==> src/hdl/fpfa_pkg.sv <==
// Shared types and constants for the fixed-partition fit allocator.
// No dependencies; imported by every module of the block.
`timescale 1ns / 1ps
`default_nettype none

package fpfa_pkg;

    // Parameter defaults
    localparam int SLOT_COUNT_DEF = 16;
    localparam int SIZE_BITS_DEF  = 16;

    // Stream field layout (same on request and result side)
    localparam int SLOT_W    = 4;
    localparam int VALUE_W   = 16;
    localparam int SLOT_LSB  = 0;
    localparam int VALUE_LSB = SLOT_LSB + SLOT_W;
    localparam int TDATA_W   = 24;

    // Request kinds carried in tuser
    typedef enum logic {
        OP_LOAD  = 1'b0,
        OP_ALLOC = 1'b1
    } t_op;

    // Fit policy codes
    localparam logic MODE_FIRST = 1'b0;
    localparam logic MODE_BEST  = 1'b1;

    // Per-cell control from the sequencer
    typedef struct packed {
        logic wr;         // load this slot's size
        logic take;       // mark this slot used
        logic best_mode;  // best-fit policy active
    } t_cell_ctl;

endpackage

`default_nettype wire

==> src/hdl/fpfa_cell.sv <==
// One partition slot of the allocator chain: holds size, loaded and used
// flags, and refines the search token passing through. Depends on fpfa_pkg.
`timescale 1ns / 1ps
`default_nettype none

module fpfa_cell
    import fpfa_pkg::*;
#(
    parameter int SIZE_BITS = SIZE_BITS_DEF,
    parameter int IDX_W     = 4,
    parameter int CELL_IDX  = 0
) (
    input  wire logic                 i_clk,
    input  wire logic                 i_rst_n,
    input  wire t_cell_ctl            i_ctl,
    input  wire logic [SIZE_BITS-1:0] i_size,
    input  wire logic [SIZE_BITS-1:0] i_need,
    input  wire logic                 i_tok_vld,
    input  wire logic                 i_tok_found,
    input  wire logic [IDX_W-1:0]     i_tok_pick,
    input  wire logic [SIZE_BITS-1:0] i_tok_best,
    output logic                      o_tok_vld,
    output logic                      o_tok_found,
    output logic [IDX_W-1:0]          o_tok_pick,
    output logic [SIZE_BITS-1:0]      o_tok_best
);

    logic [SIZE_BITS-1:0] r_size;
    logic                 r_loaded;
    logic                 r_used;
    logic                 r_tok_vld;
    logic                 r_tok_found;
    logic [IDX_W-1:0]     r_tok_pick;
    logic [SIZE_BITS-1:0] r_tok_best;

    logic                 w_fits;
    logic [SIZE_BITS-1:0] w_waste;
    logic                 w_upd;
    logic                 n_tok_found;
    logic [IDX_W-1:0]     n_tok_pick;
    logic [SIZE_BITS-1:0] n_tok_best;

    // Compare this slot against the request and the best so far
    always_comb begin
        w_fits  = r_loaded && !r_used && (r_size >= i_need);
        w_waste = r_size - i_need;
        w_upd   = w_fits && (!i_tok_found ||
                  ((i_ctl.best_mode == MODE_BEST) && (w_waste < i_tok_best)));
        n_tok_found = i_tok_found || w_upd;
        n_tok_pick  = w_upd ? IDX_W'(CELL_IDX) : i_tok_pick;
        n_tok_best  = w_upd ? w_waste : i_tok_best;
    end

    // Slot flags
    always_ff @(posedge i_clk) begin
        if (!i_rst_n) begin
            r_loaded  <= 1'b0;
            r_used    <= 1'b0;
            r_tok_vld <= 1'b0;
        end else begin
            r_tok_vld <= i_tok_vld;
            if (i_ctl.wr) begin
                r_loaded <= 1'b1;
                r_used   <= 1'b0;
            end else if (i_ctl.take) begin
                r_used <= 1'b1;
            end
        end
    end

    // Slot size and token payload
    always_ff @(posedge i_clk) begin
        if (i_ctl.wr) begin
            r_size <= i_size;
        end
        r_tok_found <= n_tok_found;
        r_tok_pick  <= n_tok_pick;
        r_tok_best  <= n_tok_best;
    end

    assign o_tok_vld   = r_tok_vld;
    assign o_tok_found = r_tok_found;
    assign o_tok_pick  = r_tok_pick;
    assign o_tok_best  = r_tok_best;

endmodule

`default_nettype wire

==> src/hdl/fixed_partition_fit_allocator_core.sv <==
// Top level of the fixed-partition fit allocator: request sequencer,
// result registers and the chain of slot cells. Depends on fpfa_pkg, fpfa_cell.
//
//  Channel        | Dir | Handshake         | Payload
//  ---------------+-----+-------------------+-------------------------------------
//  s_axis request | in  | tvalid / tready   | tuser: operation; tdata: slot, size
//  m_axis result  | out | tvalid / tready   | tuser: placed; tdata: slot, waste
//  cfg            | in  | wr_en             | wr_data: fit mode
//
// A load goes from acceptance straight to the done state; an allocate first
// scans, with the search token walking one cell per cycle through the chain.
// The result shows on m_axis in the same cycle that tready rises again.
// Synchronous reset clears all loaded and used flags.
// A stalled result waits in the output register; a second finished result
// waits in the sequencer, which then takes no new request.
`timescale 1ns / 1ps
`default_nettype none

module fixed_partition_fit_allocator_core
    import fpfa_pkg::*;
#(
    parameter int SLOT_COUNT = SLOT_COUNT_DEF,
    parameter int SIZE_BITS  = SIZE_BITS_DEF
) (
    input  wire logic               i_clk,
    input  wire logic               i_rst_n,
    input  wire logic               i_cfg_wr_en,
    input  wire logic               i_cfg_wr_data,    // [0] fit_mode
    input  wire logic               i_s_axis_tvalid,
    output logic                    o_s_axis_tready,
    input  wire logic [TDATA_W-1:0] i_s_axis_tdata,   // [3:0] slot_index, [19:4] size_value
    input  wire logic               i_s_axis_tuser,   // [0] operation
    output logic                    o_m_axis_tvalid,
    input  wire logic               i_m_axis_tready,
    output logic [TDATA_W-1:0]      o_m_axis_tdata,   // [3:0] chosen_slot, [19:4] waste
    output logic                    o_m_axis_tuser    // [0] placed
);

    localparam int IDX_W = (SLOT_COUNT > 1) ? $clog2(SLOT_COUNT) : 1;

    typedef enum logic [2:0] {
        ST_IDLE = 3'b001,
        ST_SCAN = 3'b010,
        ST_DONE = 3'b100
    } t_state;

    t_state r_state;
    t_state n_state;

    logic                 r_fit_mode;
    logic                 r_launch;
    logic [SIZE_BITS-1:0] r_need;
    logic                 r_res_placed;
    logic [SLOT_W-1:0]    r_res_slot;
    logic [VALUE_W-1:0]   r_res_waste;
    logic                 r_out_vld;
    logic                 r_out_placed;
    logic [SLOT_W-1:0]    r_out_slot;
    logic [VALUE_W-1:0]   r_out_waste;

    t_op                  w_in_op;
    logic [SLOT_W-1:0]    w_in_slot;
    logic [SIZE_BITS-1:0] w_in_size;
    logic                 w_accept;
    logic                 w_load;
    logic                 w_scan_end;
    logic                 w_take;
    logic                 w_out_free;

    logic [SLOT_COUNT:0]  w_tok_vld;
    logic [SLOT_COUNT:0]  w_tok_found;
    logic [IDX_W-1:0]     w_tok_pick [SLOT_COUNT+1];
    logic [SIZE_BITS-1:0] w_tok_best [SLOT_COUNT+1];
    t_cell_ctl            w_ctl      [SLOT_COUNT];

    // Unpack the request
    assign w_in_op    = t_op'(i_s_axis_tuser);
    assign w_in_slot  = i_s_axis_tdata[SLOT_LSB +: SLOT_W];
    assign w_in_size  = SIZE_BITS'(i_s_axis_tdata[VALUE_LSB +: VALUE_W]);

    assign o_s_axis_tready = (r_state == ST_IDLE);
    assign w_accept   = i_s_axis_tvalid && o_s_axis_tready;
    assign w_load     = w_accept && (w_in_op == OP_LOAD);
    assign w_scan_end = (r_state == ST_SCAN) && w_tok_vld[SLOT_COUNT];
    assign w_take     = w_scan_end && w_tok_found[SLOT_COUNT];
    assign w_out_free = !r_out_vld || i_m_axis_tready;

    // Inject a fresh search token at the head of the chain
    assign w_tok_vld[0]   = r_launch;
    assign w_tok_found[0] = 1'b0;
    assign w_tok_pick[0]  = '0;
    assign w_tok_best[0]  = '0;

    // Chain of slot cells
    for (genvar g = 0; g < SLOT_COUNT; g++) begin : g_cell
        assign w_ctl[g].wr        = w_load && (32'(w_in_slot) == g);
        assign w_ctl[g].take      = w_take && (w_tok_pick[SLOT_COUNT] == IDX_W'(g));
        assign w_ctl[g].best_mode = r_fit_mode;

        fpfa_cell #(
            .SIZE_BITS (SIZE_BITS),
            .IDX_W     (IDX_W),
            .CELL_IDX  (g)
        ) u_cell (
            .i_clk       (i_clk),
            .i_rst_n     (i_rst_n),
            .i_ctl       (w_ctl[g]),
            .i_size      (w_in_size),
            .i_need      (r_need),
            .i_tok_vld   (w_tok_vld[g]),
            .i_tok_found (w_tok_found[g]),
            .i_tok_pick  (w_tok_pick[g]),
            .i_tok_best  (w_tok_best[g]),
            .o_tok_vld   (w_tok_vld[g+1]),
            .o_tok_found (w_tok_found[g+1]),
            .o_tok_pick  (w_tok_pick[g+1]),
            .o_tok_best  (w_tok_best[g+1])
        );
    end

    // Sequencer next state
    always_comb begin
        n_state = r_state;
        case (r_state)
            ST_IDLE: begin
                if (w_accept) begin
                    n_state = (w_in_op == OP_LOAD) ? ST_DONE : ST_SCAN;
                end
            end
            ST_SCAN: begin
                if (w_tok_vld[SLOT_COUNT]) begin
                    n_state = ST_DONE;
                end
            end
            ST_DONE: begin
                if (w_out_free) begin
                    n_state = ST_IDLE;
                end
            end
            default: n_state = ST_IDLE;
        endcase
    end

    // Control registers
    always_ff @(posedge i_clk) begin
        if (!i_rst_n) begin
            r_state    <= ST_IDLE;
            r_launch   <= 1'b0;
            r_out_vld  <= 1'b0;
            r_fit_mode <= MODE_FIRST;
        end else begin
            r_state  <= n_state;
            r_launch <= w_accept && (w_in_op == OP_ALLOC);
            if (i_cfg_wr_en) begin
                r_fit_mode <= i_cfg_wr_data;
            end
            if ((r_state == ST_DONE) && w_out_free) begin
                r_out_vld <= 1'b1;
            end else if (i_m_axis_tready) begin
                r_out_vld <= 1'b0;
            end
        end
    end

    // Request and result payload
    always_ff @(posedge i_clk) begin
        if (w_accept) begin
            r_need <= w_in_size;
        end
        if (w_load) begin
            r_res_placed <= 1'b0;
            r_res_slot   <= w_in_slot;
            r_res_waste  <= '0;
        end else if (w_scan_end) begin
            r_res_placed <= w_tok_found[SLOT_COUNT];
            r_res_slot   <= w_tok_found[SLOT_COUNT] ?
                            SLOT_W'(w_tok_pick[SLOT_COUNT]) : '0;
            r_res_waste  <= w_tok_found[SLOT_COUNT] ?
                            VALUE_W'(w_tok_best[SLOT_COUNT]) : '0;
        end
        if ((r_state == ST_DONE) && w_out_free) begin
            r_out_placed <= r_res_placed;
            r_out_slot   <= r_res_slot;
            r_out_waste  <= r_res_waste;
        end
    end

    // Pack the result
    assign o_m_axis_tvalid = r_out_vld;
    assign o_m_axis_tuser  = r_out_placed;
    assign o_m_axis_tdata  = TDATA_W'({r_out_waste, r_out_slot});

endmodule

`default_nettype wire

==> config.mk <==
export PLATFORM = sky130hd
export DESIGN_NAME = fixed_partition_fit_allocator_core
export DESIGN_NICKNAME = d
export VERILOG_FILES = /design/src/hdl/fpfa_pkg.sv /design/src/hdl/fpfa_cell.sv /design/src/hdl/fixed_partition_fit_allocator_core.sv
export SDC_FILE = /design/constraint.sdc
export NUM_CORES = 1
export LEC_CHECK = 0
export BUFFER_PORTS_ARGS = -buffer_cell sky130_fd_sc_hd__buf_2
export CORE_MARGIN = 2
export CORE_UTILIZATION = 35
export CTS_BUF_LIST = sky130_fd_sc_hd__clkbuf_4 sky130_fd_sc_hd__clkbuf_8 sky130_fd_sc_hd__clkbuf_16
export DETAILED_ROUTE_END_ITERATION = 10
export PLACE_DENSITY = 0.59
export SLEW_MARGIN = 20
export SYNTH_ARGS = -nofsm -noshare
export SYNTH_HDL_FRONTEND = slang
export SYNTH_HIERARCHICAL = 1
export SYNTH_SLANG_ARGS = --single-unit
==> constraint.sdc <==
create_clock -name i_clk -period 5.6 [get_ports i_clk]
set_input_delay 0.56 -clock i_clk [delete_from_list [all_inputs] [get_ports i_clk]]
set_output_delay 0.56 -clock i_clk [all_outputs]
set_load 0.05 [all_outputs]
==> summary.md <==
| Metric | Value |
|---|---|
| Final hold vios | `0` |
| First drt pass iteration count | `6` |
| Fmax | `0.213 GHz` |
| CP max FO | `16` |
| Site Rows | `128` |
| Synth top area share | `20.7%` |
| Worst-margin pin slew | `1.08 ns` |
| # hold bufs at CTS | `0` |
| Largest net degree at the start of global routing | `54` |
| Sequential share of the synthesized area | `39.6%` |
| Final setup TNS | `0 ns` |
| Clock Sinks | `704` |
| Yosys cell types | `101` |
| Clk root buf | `clkbuf_16` |
| Die area | `126000 um2` |
| Fillers | `12.0k` |
| # Post-CTS Setup Buffers | `0` |
| Fraction of layout instances using a drive strength above 1 | `12.0%` |
| Core area | `122000 um2` |
| TritonCTS clock tree | `done` |
| Arrival @ worst endpoint | `5.20 ns` |
| CP Launch Type | `flip-flop` |
| Total Wirelength | `117000 um` |
| Flop pwr share | `41.5%` |
| Most common cell in the netlist | `inv_1` |
| Combinational share of power | `19.3%` |
| Antenna-violating nets left | `0` |
| Starting DRT DRC Count | `2286` |
| Avg Vias per Cell | `5.08` |
| Syn_area_per_cell | `10.1 um2` |
| Synth Flop Type | `dfxtp_1` |
| Syn Inst Count | `4253` |
| GRT overflow | `0` |
| Initial Util | `35.3%` |
| Worst-path clk slew | `0.06 ns` |
| Clock power share | `39.2%` |
| Leakage | `21.3 nW` |
| Total GRT Usage | `18.2%` |
| CTS resizes | `0` |
| Total CTS buffers | `76` |
| Drt drc | `0` |
| WHS | `0.158 ns` |
| Syn Std Cell Area | `43100 um2` |
| Final nets | `4937` |
| Switching power | `3.90 mW` |
| Synth top cells by count | `588 x inv_1, 496 x ha_1, 407 x dfxtp_1` |
| Top cells by area, synth | `edfxtp_1 21%, dfxtp_1 19%, ha_1 14%` |
| Register bit count reported by yosys | `704` |
| Final setup fails | `0` |
| RePlAce Congestion | `0.880` |
| Drt wl/cell | `19.2 um` |
| Max VDD drop | `0.228 mV` |
| Power density cells | `283 nW/um2` |
| Critical path endpoint category | `flip-flop` |
| PortBufs | `49` |
| Internal power | `9.74 mW` |
| Rel. slew slack | `28.0%` |
| Worst-skew pair later-pin latency | `0.65 ns` |
| Synth warn | `6` |
| Switching share of power | `28.6%` |
| Async set-reset flop share out of synthesis | `0%` |
| Status | `finished, final reports clean` |
| RSZ-0062 raised after global routing | `false` |
| Die width | `355 um` |
| First-pass GRT wire length | `175000 um` |
| WS Path Type | `flip-flop to flip-flop` |
| Slew Limit Fails | `0` |
| EDFF count, synth | `297` |
| DPL Wire Length | `85400 um` |
| Layout area overhead | `11.9%` |
| Worst Hold Class | `primary input to flip-flop` |
| Skew final | `0.0325 ns` |
| Post-synth top area cell | `edfxtp_1` |
| Htree depth | `3` |
| Via Count | `30.9k` |
| Initial antenna violation count | `17` |
| Min Tclk post-route | `4.69 ns` |
| CTS max path bufs | `3` |
| Period utilisation layout | `83.8%` |
| # Max-Cap Violations | `0` |
| Worst path required time | `6.11 ns` |
| Die H | `355 um` |
| Ports | `58` |
| Number of global-route vias before repair | `29.3k` |
[power by group through the flow]
stage	Combinational [mW]	Sequential [mW]	Clock, mW
after global routing	2.95	5.67	5.68
final	2.63	5.66	5.35
after detailed placement	2.60	5.77	0
after floorplan	1.88	5.73	0
after global placement	2.56	5.77	0
after CTS	2.62	5.66	5.47
[cell usage in the layout, fill, tap and decap left out, types with 84 or more instances in the layout]
| cell type | instances |
|---|---|
| ha_1 | 496 |
| a21oi_1 | 306 |
| inv_1 | 588 |
| a21o_1 | 84 |
| edfxtp_1 | 297 |
| nand2_1 | 210 |
| mux2_1 | 85 |
| dfxtp_1 | 407 |
| xnor2_1 | 113 |
| mux2_4 | 110 |
| nor2_1 | 176 |
| o21ai_0 | 138 |
[logic make-up after synthesis]
group / share of synthesized area [%]
simple gates: 11.8
compound gates: 15.1
mux: 8.09
flops: 39.6
fa+ha+maj: 15.1
buf+inv: 6.51
other cells: 0.00870
xor+xnor: 3.76
[worst paths after layout]
kind	endpoint	depth (start not counted)	start	slack, ns
worst max-delay path	g_cell[3].u_cell/o_tok_best[12]$_DFF_P_	16	r_need[3]$_DFFE_PN_	0.91
worst min-delay path	r_fit_mode$_SDFFE_PN0P_	2	i_rst_n	0.16
worst max register to register	g_cell[3].u_cell/o_tok_best[12]$_DFF_P_	16	r_need[3]$_DFFE_PN_	0.91
worst min register to register	g_cell[7].u_cell/o_tok_pick[1]$_SDFF_PP1_	1	g_cell[6].u_cell/o_tok_pick[1]$_SDFF_PP1_	0.41
[state kept, by name, summed over array words and instances (netlist names), 3 cells and up]
name,count
g_cell.u_cell/o_tok_best,256
g_cell.u_cell/o_tok_found,16
g_cell.u_cell/o_tok_pick,64
g_cell.u_cell/o_tok_vld,16
g_cell.u_cell/r_loaded,16
g_cell.u_cell/r_size,256
g_cell.u_cell/r_used,16
r_need,16
r_out_slot,4
r_out_waste,16
r_res_slot,4
r_res_waste,16
r_state,3
[critical path, stage by stage, from the launching register on]
cell and delay (ns):
edfxtp_1 0.58, buf_4 0.28, inv_1 0.06, ha_1 0.38, o211ai_2 0.20, a21oi_2 0.07
o21ai_0 0.56, o211ai_1 0.22, xor2_1 0.20, ha_1 0.31, nand2_1 0.07, o2111ai_1 0.12
o21ai_0 0.26, a31oi_2 0.08, a2111oi_4 0.43, buf_4 0.36, mux2_1 0.36
[layout make-up]
cell class,count,area [um2],share of cell area (%)
multi-input cells,2908,23400,48.6
diodes,4,10.0,0.0207
clock inverters,42,490,1.02
inverters,591,2220,4.60
repair buffers,113,763,1.58
flip-flops and latches,704,17100,35.4
well taps,1625,2030,4.21
clock buffers,99,2230,4.62
[metal layers]
layer  global-route usage [%]  part of all wire [%]  vias up
li1                         -                     -    15374
met1                     24.9                    46    14615
met2                     29.2                    44      746
met3                     3.36                   6.3      162
met4                     5.47                   2.8        8
met5                        0                 0.050        -
[through the flow]
step	utilization (%)	cell area [um2]	setup slack, ns	instances	power [mW]
after floorplan	-	43300	1.17	4292	7.61
after global placement	37.3	45500	1.03	5941	8.33
after detailed placement	37.3	45500	0.947	5941	8.37
after CTS	39.5	48200	0.958	6082	13.8
after global routing	39.5	48200	0.658	6083	14.3
final	39.5	48300	0.909	6086	13.6
(Power assumes the default switching activity.)
